$ cat config.mk
export PLATFORM = sky130hd
export DESIGN_NAME = url_percent_escape
export DESIGN_NICKNAME = d
export VERILOG_FILES = /design/src/rtl/core/upe_pkg.sv /design/src/rtl/core/upe_front.sv /design/src/rtl/core/upe_queue.sv /design/src/rtl/core/upe_back.sv /design/src/rtl/core/url_percent_escape.sv
export VERILOG_INCLUDE_DIRS = /design/src /design/src/rtl/core
export SDC_FILE = /design/constraint.sdc
export NUM_CORES = 1
export LEC_CHECK = 0
export BUFFER_PORTS_ARGS = -buffer_cell sky130_fd_sc_hd__clkbuf_2
export CAP_MARGIN = 20
export CORE_ASPECT_RATIO = 1.25
export CORE_MARGIN = 2
export CORE_UTILIZATION = 60
export CTS_BUF_LIST = sky130_fd_sc_hd__clkbuf_2
export DETAILED_ROUTE_END_ITERATION = 10
export PLACE_DENSITY = 0.87
export SLEW_MARGIN = 20
export SYNTH_ARGS = -nofsm -noshare
export SYNTH_HDL_FRONTEND = slang
export SYNTH_HIERARCHICAL = 1
export SYNTH_SLANG_ARGS = --single-unit
$ cat constraint.sdc
create_clock -name clock -period 7.8 [get_ports clock]
set_clock_uncertainty 0.1 [all_clocks]
set_input_delay 1.17 -clock clock [delete_from_list [all_inputs] [get_ports clock]]
set_output_delay 1.17 -clock clock [all_outputs]
set_load 0.005 [all_outputs]
$ cat src/rtl/core/url_percent_escape_macros.svh
// Assertion macros shared by the url_percent_escape RTL.
// Define NO_ASSERTIONS to compile every assertion away.
`ifndef URL_PERCENT_ESCAPE_MACROS_SVH
`define URL_PERCENT_ESCAPE_MACROS_SVH
`ifndef NO_ASSERTIONS
`define UPE_ASSERT_IMPL(label, clk, rst, ante, cons) \
   label: assert property (@(posedge clk) disable iff (rst) (ante) |-> (cons)) \
      else $error("url_percent_escape: assertion failed");
`define UPE_ASSERT_NEXT(label, clk, rst, ante, cons) \
   label: assert property (@(posedge clk) disable iff (rst) (ante) |=> (cons)) \
      else $error("url_percent_escape: assertion failed");
`else
`define UPE_ASSERT_IMPL(label, clk, rst, ante, cons)
`define UPE_ASSERT_NEXT(label, clk, rst, ante, cons)
`endif
`endif

$ cat src/rtl/core/upe_pkg.sv
// Types, constants and helper functions for the percent escaper.
// No dependencies; used by every module of the block.
package upe_pkg;

   localparam logic CFG_PATH_MODE    = 1'b0;
   localparam logic CFG_BUFFER_CHARS = 1'b1;

   localparam logic [15:0] BUFFER_RESET = 16'd2048;
   localparam logic [15:0] MAX_CHAR     = 16'h00FF;
   localparam logic [16:0] ENTRY_MARGIN = 17'd4;
   localparam logic [7:0]  CHAR_PERCENT = 8'h25;
   localparam logic [7:0]  CHAR_NUL     = 8'h00;

   localparam int QUEUE_DEPTH = 4;
   localparam int QUEUE_AW    = $clog2(QUEUE_DEPTH);
   localparam int QUEUE_CW    = $clog2(QUEUE_DEPTH + 1);

   typedef enum logic [2:0] {
      OP_PASS,
      OP_ESCAPE,
      OP_FAIL,
      OP_END_OK,
      OP_END_ERR
   } op_code_type;

   typedef struct packed {
      op_code_type code;
      logic [7:0]  ch_code;
      logic [15:0] length;
   } op_type;

   function automatic logic [7:0] hex_digit(input logic [3:0] nib);
      logic [7:0] wide;
      wide = {4'h0, nib};
      hex_digit = (nib < 4'd10) ? (8'h30 + wide) : (8'h57 + wide);
   endfunction

   function automatic logic passes(input logic [7:0] c, input logic path);
      logic ok;
      ok = 1'b0;
      if (c inside {[8'h61:8'h7A], [8'h41:8'h5A], [8'h30:8'h39]}) begin
         ok = 1'b1;
      end else if (path) begin
         ok = c inside {8'h2F, 8'h40, 8'h3A, 8'h3B, 8'h5F, 8'h2D,
                        8'h2B, 8'h3D, 8'h2E, 8'h3F, 8'h26, 8'h23};
      end
      passes = ok;
   endfunction

endpackage

$ cat src/rtl/core/upe_front.sv
// Front end: takes input beats, holds configuration and string state, and turns
// each beat but a character after a failure into one queued operation. Depends on upe_pkg.
`include "url_percent_escape_macros.svh"
module upe_front #(
   parameter int MAX_BUFFER_CHARS = 65535
) (
   input  logic             clock,
   input  logic             reset,
   input  logic             req_valid,
   output logic             req_stall,
   input  logic             req_kind,
   input  logic [15:0]      req_ch,
   input  logic             csr_write,
   input  logic             csr_index,
   input  logic [15:0]      csr_data,
   input  logic             q_full,
   output logic             push,
   output upe_pkg::op_type  push_op
);

   localparam logic [15:0] MaxCap = 16'(MAX_BUFFER_CHARS);

   logic        path_mode_ff, path_mode_in;
   logic [15:0] buffer_chars_ff, buffer_chars_in;
   logic [15:0] count_ff, count_in;
   logic        failed_ff, failed_in;
   logic        accept;
   logic [15:0] cap;
   logic        overflow;

   assign req_stall = q_full;
   assign accept    = req_valid && !q_full;
   assign cap       = (buffer_chars_ff > MaxCap) ? MaxCap : buffer_chars_ff;
   assign overflow  = ({1'b0, count_ff} + upe_pkg::ENTRY_MARGIN) > {1'b0, cap};

   always_comb begin
      path_mode_in    = path_mode_ff;
      buffer_chars_in = buffer_chars_ff;
      if (csr_write) begin
         case (csr_index)
            upe_pkg::CFG_PATH_MODE:    path_mode_in    = csr_data[0];
            upe_pkg::CFG_BUFFER_CHARS: buffer_chars_in = csr_data;
            default: ;
         endcase
      end
   end

   always_comb begin
      count_in        = count_ff;
      failed_in       = failed_ff;
      push            = 1'b0;
      push_op.code    = upe_pkg::OP_PASS;
      push_op.ch_code = req_ch[7:0];
      push_op.length  = 16'd0;
      if (accept) begin
         if (req_kind) begin
            push      = 1'b1;
            count_in  = 16'd0;
            failed_in = 1'b0;
            if (failed_ff || buffer_chars_ff == 16'd0) begin
               push_op.code = upe_pkg::OP_END_ERR;
            end else begin
               push_op.code   = upe_pkg::OP_END_OK;
               push_op.length = count_ff;
            end
         end else if (!failed_ff) begin
            push = 1'b1;
            if (buffer_chars_ff == 16'd0 || req_ch > upe_pkg::MAX_CHAR || overflow) begin
               push_op.code = upe_pkg::OP_FAIL;
               failed_in    = 1'b1;
            end else if (upe_pkg::passes(req_ch[7:0], path_mode_ff)) begin
               push_op.code = upe_pkg::OP_PASS;
               count_in     = count_ff + 16'd1;
            end else begin
               push_op.code = upe_pkg::OP_ESCAPE;
               count_in     = count_ff + 16'd3;
            end
         end
      end
   end

   always_ff @(posedge clock) begin
      if (reset) begin
         path_mode_ff    <= 1'b0;
         buffer_chars_ff <= upe_pkg::BUFFER_RESET;
         count_ff        <= 16'd0;
         failed_ff       <= 1'b0;
      end else begin
         path_mode_ff    <= path_mode_in;
         buffer_chars_ff <= buffer_chars_in;
         count_ff        <= count_in;
         failed_ff       <= failed_in;
      end
   end

   `UPE_ASSERT_NEXT(a_end_clears, clock, reset, accept && req_kind, count_ff == 16'd0 && !failed_ff)
   `UPE_ASSERT_IMPL(a_push_needs_room, clock, reset, push, !q_full)

endmodule

$ cat src/rtl/core/upe_queue.sv
// Short operation queue between the front and back ends.
// Depends on upe_pkg for the operation type and depth.
`include "url_percent_escape_macros.svh"
module upe_queue (
   input  logic             clock,
   input  logic             reset,
   input  logic             push,
   input  upe_pkg::op_type  push_op,
   input  logic             pop,
   output upe_pkg::op_type  head,
   output logic             head_valid,
   output logic             full
);

   localparam int Depth = upe_pkg::QUEUE_DEPTH;
   localparam int Aw    = upe_pkg::QUEUE_AW;
   localparam int Cw    = upe_pkg::QUEUE_CW;

   upe_pkg::op_type entry_ff [Depth];
   logic [Aw-1:0]   wr_ptr_ff, wr_ptr_in;
   logic [Aw-1:0]   rd_ptr_ff, rd_ptr_in;
   logic [Cw-1:0]   count_ff, count_in;
   logic            do_pop;

   assign full       = count_ff == Cw'(Depth);
   assign head_valid = count_ff != '0;
   assign head       = entry_ff[rd_ptr_ff];
   assign do_pop     = pop && head_valid;

   always_comb begin
      wr_ptr_in = push ? Aw'(wr_ptr_ff + 1'b1) : wr_ptr_ff;
      rd_ptr_in = do_pop ? Aw'(rd_ptr_ff + 1'b1) : rd_ptr_ff;
      count_in  = count_ff;
      if (push && !do_pop) begin
         count_in = count_ff + 1'b1;
      end else if (do_pop && !push) begin
         count_in = count_ff - 1'b1;
      end
   end

   always_ff @(posedge clock) begin
      if (push) begin
         entry_ff[wr_ptr_ff] <= push_op;
      end
   end

   always_ff @(posedge clock) begin
      if (reset) begin
         wr_ptr_ff <= '0;
         rd_ptr_ff <= '0;
         count_ff  <= '0;
      end else begin
         wr_ptr_ff <= wr_ptr_in;
         rd_ptr_ff <= rd_ptr_in;
         count_ff  <= count_in;
      end
   end

   `UPE_ASSERT_IMPL(a_count_bound, clock, reset, 1'b1, count_ff <= Cw'(Depth))

endmodule

$ cat src/rtl/core/upe_back.sv
// Back end: expands queued operations into result beats through an
// output register. Depends on upe_pkg for the operation type and hex digits.
`include "url_percent_escape_macros.svh"
module upe_back (
   input  logic             clock,
   input  logic             reset,
   input  upe_pkg::op_type  head,
   input  logic             head_valid,
   output logic             pop,
   output logic             rsp_valid,
   input  logic             rsp_stall,
   output logic [7:0]       rsp_out_char,
   output logic             rsp_is_last,
   output logic             rsp_error,
   output logic [15:0]      rsp_length
);

   typedef enum logic [1:0] {
      PHASE_PERCENT,
      PHASE_HIGH,
      PHASE_LOW
   } phase_type;

   logic        valid_ff, valid_in;
   phase_type   phase_ff, phase_in;
   logic [7:0]  char_ff, char_in;
   logic        last_ff, last_in;
   logic        error_ff, error_in;
   logic [15:0] length_ff, length_in;
   logic        load;

   assign load = !valid_ff || !rsp_stall;

   always_comb begin
      valid_in  = valid_ff;
      phase_in  = phase_ff;
      char_in   = char_ff;
      last_in   = last_ff;
      error_in  = error_ff;
      length_in = length_ff;
      pop       = 1'b0;
      if (load) begin
         valid_in  = head_valid;
         char_in   = upe_pkg::CHAR_NUL;
         last_in   = 1'b0;
         error_in  = 1'b0;
         length_in = 16'd0;
         if (head_valid) begin
            case (head.code)
               upe_pkg::OP_PASS: begin
                  char_in = head.ch_code;
                  pop     = 1'b1;
               end
               upe_pkg::OP_ESCAPE: begin
                  case (phase_ff)
                     PHASE_PERCENT: begin
                        char_in  = upe_pkg::CHAR_PERCENT;
                        phase_in = PHASE_HIGH;
                     end
                     PHASE_HIGH: begin
                        char_in  = upe_pkg::hex_digit(head.ch_code[7:4]);
                        phase_in = PHASE_LOW;
                     end
                     default: begin
                        char_in  = upe_pkg::hex_digit(head.ch_code[3:0]);
                        phase_in = PHASE_PERCENT;
                        pop      = 1'b1;
                     end
                  endcase
               end
               upe_pkg::OP_FAIL: begin
                  error_in = 1'b1;
                  pop      = 1'b1;
               end
               upe_pkg::OP_END_OK: begin
                  last_in   = 1'b1;
                  length_in = head.length;
                  pop       = 1'b1;
               end
               default: begin
                  last_in  = 1'b1;
                  error_in = 1'b1;
                  pop      = 1'b1;
               end
            endcase
         end
      end
   end

   always_ff @(posedge clock) begin
      if (reset) begin
         valid_ff <= 1'b0;
         phase_ff <= PHASE_PERCENT;
      end else begin
         valid_ff <= valid_in;
         phase_ff <= phase_in;
      end
      char_ff   <= char_in;
      last_ff   <= last_in;
      error_ff  <= error_in;
      length_ff <= length_in;
   end

   assign rsp_valid    = valid_ff;
   assign rsp_out_char = char_ff;
   assign rsp_is_last  = last_ff;
   assign rsp_error    = error_ff;
   assign rsp_length   = length_ff;

   `UPE_ASSERT_IMPL(a_phase_on_escape, clock, reset, phase_ff != PHASE_PERCENT, head_valid && head.code == upe_pkg::OP_ESCAPE)
   `UPE_ASSERT_IMPL(a_length_only_ok, clock, reset, valid_ff && length_ff != 16'd0, last_ff && !error_ff)

endmodule

$ cat src/rtl/core/url_percent_escape.sv
// Top level of the percent escaper: front end, operation queue, back end.
// Depends on upe_pkg, upe_front, upe_queue and upe_back.
//
// The req channel carries one character (kind 0) or an end-of-string mark
// (kind 1) per beat; the rsp channel carries one output character or report
// per beat. Both use valid and stall; a beat moves when valid is high and
// stall is low. Letters, digits and, in path mode, path punctuation come out
// as they are; other characters as '%' and two lower-case hex digits; an end
// mark closes the string with a NUL carrying the length, or an error beat.
// The front end accepts one beat per cycle while the four-entry queue has
// room; the back end sends one result beat per cycle while the receiver does
// not stall, and an escaped character takes three result beats, other items
// one. The first result of an item passes through a queue entry and then the
// output register before it is presented.
// When the receiver stalls, the output register holds its beat, the queue
// fills and then req_stall rises. Characters after a failure produce no beat.
// Reset is synchronous: it empties the queue and output register, clears the
// string state and sets path_mode to 0 and buffer_chars to 2048. The csr port
// must be written by the user only while the block is idle (not enforced).
module url_percent_escape #(
   parameter int MAX_BUFFER_CHARS = 65535
) (
   input  logic        clock,
   input  logic        reset,
   input  logic        req_valid,
   output logic        req_stall,
   input  logic        req_kind,
   input  logic [15:0] req_ch,
   output logic        rsp_valid,
   input  logic        rsp_stall,
   output logic [7:0]  rsp_out_char,
   output logic        rsp_is_last,
   output logic        rsp_error,
   output logic [15:0] rsp_length,
   input  logic        csr_write,
   input  logic        csr_index,
   input  logic [15:0] csr_data
);

   logic            push;
   upe_pkg::op_type push_op;
   logic            pop;
   upe_pkg::op_type head;
   logic            head_valid;
   logic            q_full;

   upe_front #(
      .MAX_BUFFER_CHARS(MAX_BUFFER_CHARS)
   ) u_front (
      .clock     (clock),
      .reset     (reset),
      .req_valid (req_valid),
      .req_stall (req_stall),
      .req_kind  (req_kind),
      .req_ch    (req_ch),
      .csr_write (csr_write),
      .csr_index (csr_index),
      .csr_data  (csr_data),
      .q_full    (q_full),
      .push      (push),
      .push_op   (push_op)
   );

   upe_queue u_queue (
      .clock      (clock),
      .reset      (reset),
      .push       (push),
      .push_op    (push_op),
      .pop        (pop),
      .head       (head),
      .head_valid (head_valid),
      .full       (q_full)
   );

   upe_back u_back (
      .clock        (clock),
      .reset        (reset),
      .head         (head),
      .head_valid   (head_valid),
      .pop          (pop),
      .rsp_valid    (rsp_valid),
      .rsp_stall    (rsp_stall),
      .rsp_out_char (rsp_out_char),
      .rsp_is_last  (rsp_is_last),
      .rsp_error    (rsp_error),
      .rsp_length   (rsp_length)
   );

endmodule

Yosys cells after proc, flatten, opt, wreduce, memory -nomap -nowiden --
Memories as Yosys holds them, arrays and structs flattened. A register that Yosys moved wholly into a read port is not among the register bits. Cells that the tools add are included.
Storage, ports and cells: output and inout port bits 28, memories kept 1, latch bits 0, register bits after elaboration 70, bits in writable memories 108, bits in read-only memories 0
Memory list:
- u_queue.entry_ff | depth 4, bits a word 27, read ports 1, clocked after Yosys merged registers in 1, wr ports 1, line upe_queue.sv:19 | upe_pkg::op_type entry_ff [Depth];
Cells by class: equal/unequal tests 19, bitwise gates (word level) 1, shifts and indexed selects 0, reduce and logical (&&, ||, !) cells 31, mux-type cells 43, multiply operators 0, order comparisons 11, add/sub/neg operators 11, divide/modulo/power cells 0
Operators by type and width (count):
- $mux 16 | 8
- $eq 8x6->1 const B | 10
- $pmux 8 s2 | 2
- $mux 1 | 21
- $mux 3 | 7
- $add 16x3->17 const B | 1
- $gt 17x16->1 | 1
- $add 16x1->16 const B | 1
- $add 16x2->16 const B | 1
- $add 7x4->8 const A | 2
- $eq 8x7->1 const B | 2
- $ge 8x7->1 const B | 2
- $gt 16x16->1 const B | 1
- $gt 16x8->1 const B | 1
- $le 8x7->1 const B | 2
- $logic_not 16->1 | 1
- $mux 8 | 2
- $add 6x4->7 const A | 2
- $reduce_bool 12->1 | 1
- $ge 8x6->1 const B | 1
- $le 8x6->1 const B | 1
- $lt 4x4->1 const B | 2
- $logic_and 1x1->1 | 7
- $eq 3x2->1 const B | 2
- other kinds (20) | 35

Logic depth before layout (Yosys ltp) --
depth after elaboration 13, gate-level depth with buffers 16, mapped depth without buffers 15

By module --
Netlist, hierarchy kept.
By module, submodules not included:
- upe_queue | area an instance 4383.0 um^2, cells each 185, times used 1, seq. area each 3423.3 um^2
- upe_front | area an instance 2528.7 um^2, cells each 336, times used 1, seq. area each 680.7 um^2
- upe_back | area an instance 1401.3 um^2, cells each 122, times used 1, seq. area each 840.8 um^2

Worst setup path after synthesis --
Ideal clock, no wire load.
kind input -> register, from in req_ch[3], to reg u_front.count_ff[10], path buffers 0, library setup time 0.059 ns, path slack 3.882 ns, cell stages on the path 13, arrival 3.759 ns, cells stage by stage or4_1 nor2_1 a2bb2oi_1 a21oi_1 a21oi_1 or2_2 inv_1 fa_1 nor2b_1 nand3_1 or3_1 or4_1 nand2_1
On the way: cells in the longest elaborated chain, start to end 12, elaborated cells on any way between the ends 38, those cells by class 7 x order compare; 13 x eq/ne; 10 x mux; 8 x reduce/logical
RTL lines:
- from (decl) | line url_percent_escape.sv:28 | input logic [15:0] req_ch,
- $ge 8x7->1, or another cell as far along | line upe_pkg.sv:41 | if (c inside {[8'h61:8'h7A], [8'h41:8'h5A], [8'h30:8'h39]}) begin
- $logic_and 1x1->1 / $reduce_bool 12->1 (equally long branches) | line upe_pkg.sv:41, upe_pkg.sv:44
- $reduce_bool 3->1 / $mux 1 (equally long branches) | line upe_pkg.sv:41, upe_pkg.sv:43
- $mux 1 | line upe_pkg.sv:41
- $mux 1 | line upe_front.sv:68 | if (buffer_chars_ff == 16'd0 || req_ch > upe_pkg::MAX_CHAR || overflow) begin
- $mux 1 | line upe_front.sv:66 | end else if (!failed_ff) begin
- $mux 1 | line upe_front.sv:56 | if (req_kind) begin
- $mux 1 | line upe_front.sv:55 | if (accept) begin
- $mux 16 | line upe_front.sv:71 | end else if (upe_pkg::passes(req_ch[7:0], path_mode_ff)) begin
- $mux 16 | line upe_front.sv:68
- $mux 16 | line upe_front.sv:66
- $mux 16 | line upe_front.sv:56
- to (signal assigned) | line upe_front.sv:91 | count_ff <= count_in;
- to (decl) | line upe_front.sv:25 | logic [15:0] count_ff, count_in;
Parallel ways exist; a longest one is shown, timed or not. The select of a mux whose other input is x is not followed. A chain may end at the register's enable or synchronous reset.

Worst setup path in the final report --
from reg u_front.count_ff[2], to reg u_front.count_ff[13]
On the way: cells in the longest elaborated chain, start to end 5, elaborated cells on any way between the ends 11, those cells by class 3 x add/sub; 1 x order compare; 1 x eq/ne; 4 x mux; 2 x reduce/logical
RTL lines:
- $add 16x3->17, or another cell as far along | line upe_front.sv:34 | assign overflow = ({1'b0, count_ff} + upe_pkg::ENTRY_MARGIN) > {1'b0, cap};
- $gt 17x16->1 / $mux 16 (equally long branches) | line upe_front.sv:34, upe_front.sv:71
- $logic_or 1x1->1 / $mux 16 (equally long branches) | line upe_front.sv:68
- $ne 2x2->1 (no line) / $mux 16 (equally long branches)
- $reduce_and 3->1 (no line) / $mux 16 (equally long branches)
Parallel ways exist; a longest one is shown, timed or not. The select of a mux whose other input is x is not followed.

==> results by group <==
CTS
  • Post-CTS Setup Repair Bufs: 0
  • Bufs on Longest Clock Path: 2
  • CTS sink cnt: 180
  • Hold_buf cts: 0
  • Clock transition at path regs: 0.26 ns
  • Cts bufs inserted: 17
  • Clk_lat worst skew: 0.70 ns
  • Root Buffer: clkbuf_2
  • Post-CTS Resized: 0
  • H-tree depth: 4
  • TritonCTS clock tree: done

GRT
  • First-pass GRT wire length: 25.5 mm
  • Initial antenna violation count: 1
  • All-Layer GR Usage: 22.7%
  • Pin count of the biggest net entering global routing: 38
  • Vias in the first global route: 5,311
  • Gr ovfl total: 0

Layout
  • Final net count: approximately 770
  • Layout cell share with drive strength beyond 1: roughly 20%
  • Final Util: 65.3%
  • Area Overhead vs Synth: 7.50%

Synth
  • Ys async rst share: 0%
  • Post-synthesis cell count: 643
  • Net count after synthesis: 709
  • Mapped Area: 8310 sq um
  • Unique masters post-synth: 64
  • Post-synth EDFFs: 134
  • Commonest register cell after synthesis: edfxtp_1
  • Avg Inst Size Synth: between 10 and 15 sq um
  • Yosys reg bits: 180
  • Yosys warnings: 6
  • Post-synthesis sequential area ratio: 59.5%

Critical path
  • Required time of the critical path: 8.33 ns
  • CP Max Fanout: 22
  • Worst Path Arrival: 4.60 ns
  • Setup crit start kind: register
  • Worst setup path class: register to register
  • Critical Path Sink Type: register

Power and ir drop
  • Worst vdd ir: 0.128 mV
  • PwrDens: 260 nW/um^2
  • P_leak: around 0.0034 uW

Place
  • Quantity of I/O buffers inserted on ports: 66
  • Final HPWL DP: 11.1 mm
  • GP Congestion: around 0.84

Timing
  • Final Hold Fails: 0
  • Final setup fails: 0
  • Max-slew headroom: 46.4%
  • Fmax: ~250 MHz
  • Worst Max-Slew Pin Slew: 0.804 ns
  • Final Cycle Share: 52.3%
  • RSZ-0062 raised after global routing: no
  • Setup TNS: 0 ns
  • Final Max Slew Viols: 0
  • Final min period: 4.08 ns

Floorplanning
  • Core footprint: 13,700 sq um
  • Die W: 109 um
  • Initial Util: 60.7%
  • Full die area: 14,800 sq um
  • Die Height: 136 um
  • Floorplan row count: 48
  • IO Count: 67

Worst hold path
  • HP Class: register to register

Detailed routing
  • Wire length per cell: 17.7 um
  • Via density: 6.03
  • TritonRoute pass-1 iters: 7
  • Post-DRT Antenna Nets: 0
  • Residual DRC: 0
  • DR iter-0 viols: about 490
  • WL final: 15.7 mm
  • Total number of vias: 5,359

Job
  • Max-cap violations: 0

Outcome
  • Outcome: finished clean
final timing paths:
kind	start	to	slack, ns	cells after the start
setup / recovery	u_front/count_ff[2]$_SDFFE_PP0P_	u_front/count_ff[13]$_SDFFE_PP0P_	3.72	13
hold / removal	u_front/buffer_chars_ff[8]$_SDFFE_PP0P_	u_front/buffer_chars_ff[8]$_SDFFE_PP0P_	0.39	2
setup reg to reg	u_front/count_ff[2]$_SDFFE_PP0P_	u_front/count_ff[13]$_SDFFE_PP0P_	3.72	13
hold reg to reg	u_front/buffer_chars_ff[8]$_SDFFE_PP0P_	u_front/buffer_chars_ff[8]$_SDFFE_PP0P_	0.39	2
metrics by stage:
step	total power [uW]	area (sq um)	hold WS, ns	cells	setup slack (ns)
final	2320	8940	0.394	888	3.72
after global routing	2440	8940	0.418	888	3.47
after CTS	2340	8930	0.393	887	3.78
after detailed placement	1860	8670	0.367	855	3.34
after global placement	1820	8670	0.362	855	3.50
after floorplan	1710	8310	0.349	643	3.88
cells in the mapped netlist, drive strengths merged, types with 2 or more instances:
cell type	n	area [sq um]
nor4b	2	23.8
nand2b	5	31.3
o211ai	4	30.0
fa	2	40.0
o21ai	19	95.1
nor4	8	56.3
ha	25	313
and3	5	36.3
nand2	63	236
or2	5	31.3
mux4	27	634
and2	34	213
dfxtp	46	921
clkbuf	12	46.3
a211oi	4	30.0
nand3	6	40.0
mux2i	5	50.1
buf	23	186
o211a	2	20.0
o31ai	5	37.5
nor2	34	130
a31oi	2	12.5
xor2	12	105
a21o	5	37.5
or4	4	30.0
or3	10	62.6
edfxtp	134	4020
nor2b	10	65.1
xnor2	9	78.8
nand4	11	68.8
o22ai	4	25.0
a21oi	45	225
and4b	2	27.5
nor3	8	40.0
nor3b	3	33.8
inv	32	120
flip-flops by register name, summed over array words and instances (netlist names), named ones only:
register	cells
u_queue/rd_ptr_ff	2
u_front/count_ff	16
u_queue/entry_ff	108
u_front/path_mode_ff	1
u_back/rsp_error	1
u_back/phase_ff	2
u_back/rsp_length	16
u_queue/wr_ptr_ff	2
u_back/rsp_is_last	1
u_queue/count_ff	3
u_front/failed_ff	1
u_back/rsp_valid	1
u_back/rsp_out_char	8
u_front/buffer_chars_ff	16
layout by cell type, fill, tap and decap left out, types with 9 or more instances in the layout:
master	count
and2_1	34
xnor2_1	9
a21oi_1	45
dfxtp_1	46
xor2_1	12
nand2_1	62
or3_1	10
nand4_1	11
nor2b_1	9
o21ai_0	19
edfxtp_1	134
nor2_1	33
inv_1	32
ha_1	25
clkbuf_2	83
mux4_2	20
worst max-delay path: stages (launching register included):
cell      delay, ns
dfxtp_1        0.49
ha_1           0.25
nand3_2        0.12
or2_2          0.34
nor2_1         0.15
xor2_1         0.19
ha_1           0.28
a21o_1         0.16
a21o_1         0.16
a211o_1        0.31
a221oi_4       0.52
nor2_2         0.27
or4_1          0.51
a21oi_1        0.16
cell families (layout without fill, tap and decap cells):
family          Yosys count  count (layout)  synth area share (%)
simple gates            213             213                  13.8
fa+ha+maj                27              27                  4.24
mux                      32              32                  8.23
xor+xnor                 21              21                  2.21
flops                   180             180                  59.5
other cells               0               1                     0
buf+inv                  67             136                  4.24
compound gates          103             103                  7.74
power breakdown:
part | switching (uW) | internal (uW) | total (uW)
Sequential | 46.2 | 1170 | 1220
Clock | 330 | 156 | 486
Combinational | 349 | 271 | 619
Total | 725 | 1600 | 2320
layout make-up:
type                    instances  area, sq um
flip-flops and latches        180         4940
fillers                       961         4760
multi-input cells             396         3020
repair buffers                 72          375
well taps                     175          219
clock inverters                15          171
inverters                      32          120
clock buffers                  17         85.1
diodes                          1         2.50
routing by layer:
layer / GRT usage, % / part of all wire (%) / vias to the layer above / wire, um
met5: 0 / 0 / - / 0
met4: 8.58 / 2.3 / 0 / 362
met3: 5.72 / 7.2 / 41 / 1130
met2: 38.6 / 51 / 250 / 8030
met1: 27.8 / 39 / 2574 / 6210
li1: - / - / 2494 / -
Note: power is estimated with default switching activity, not from simulation.
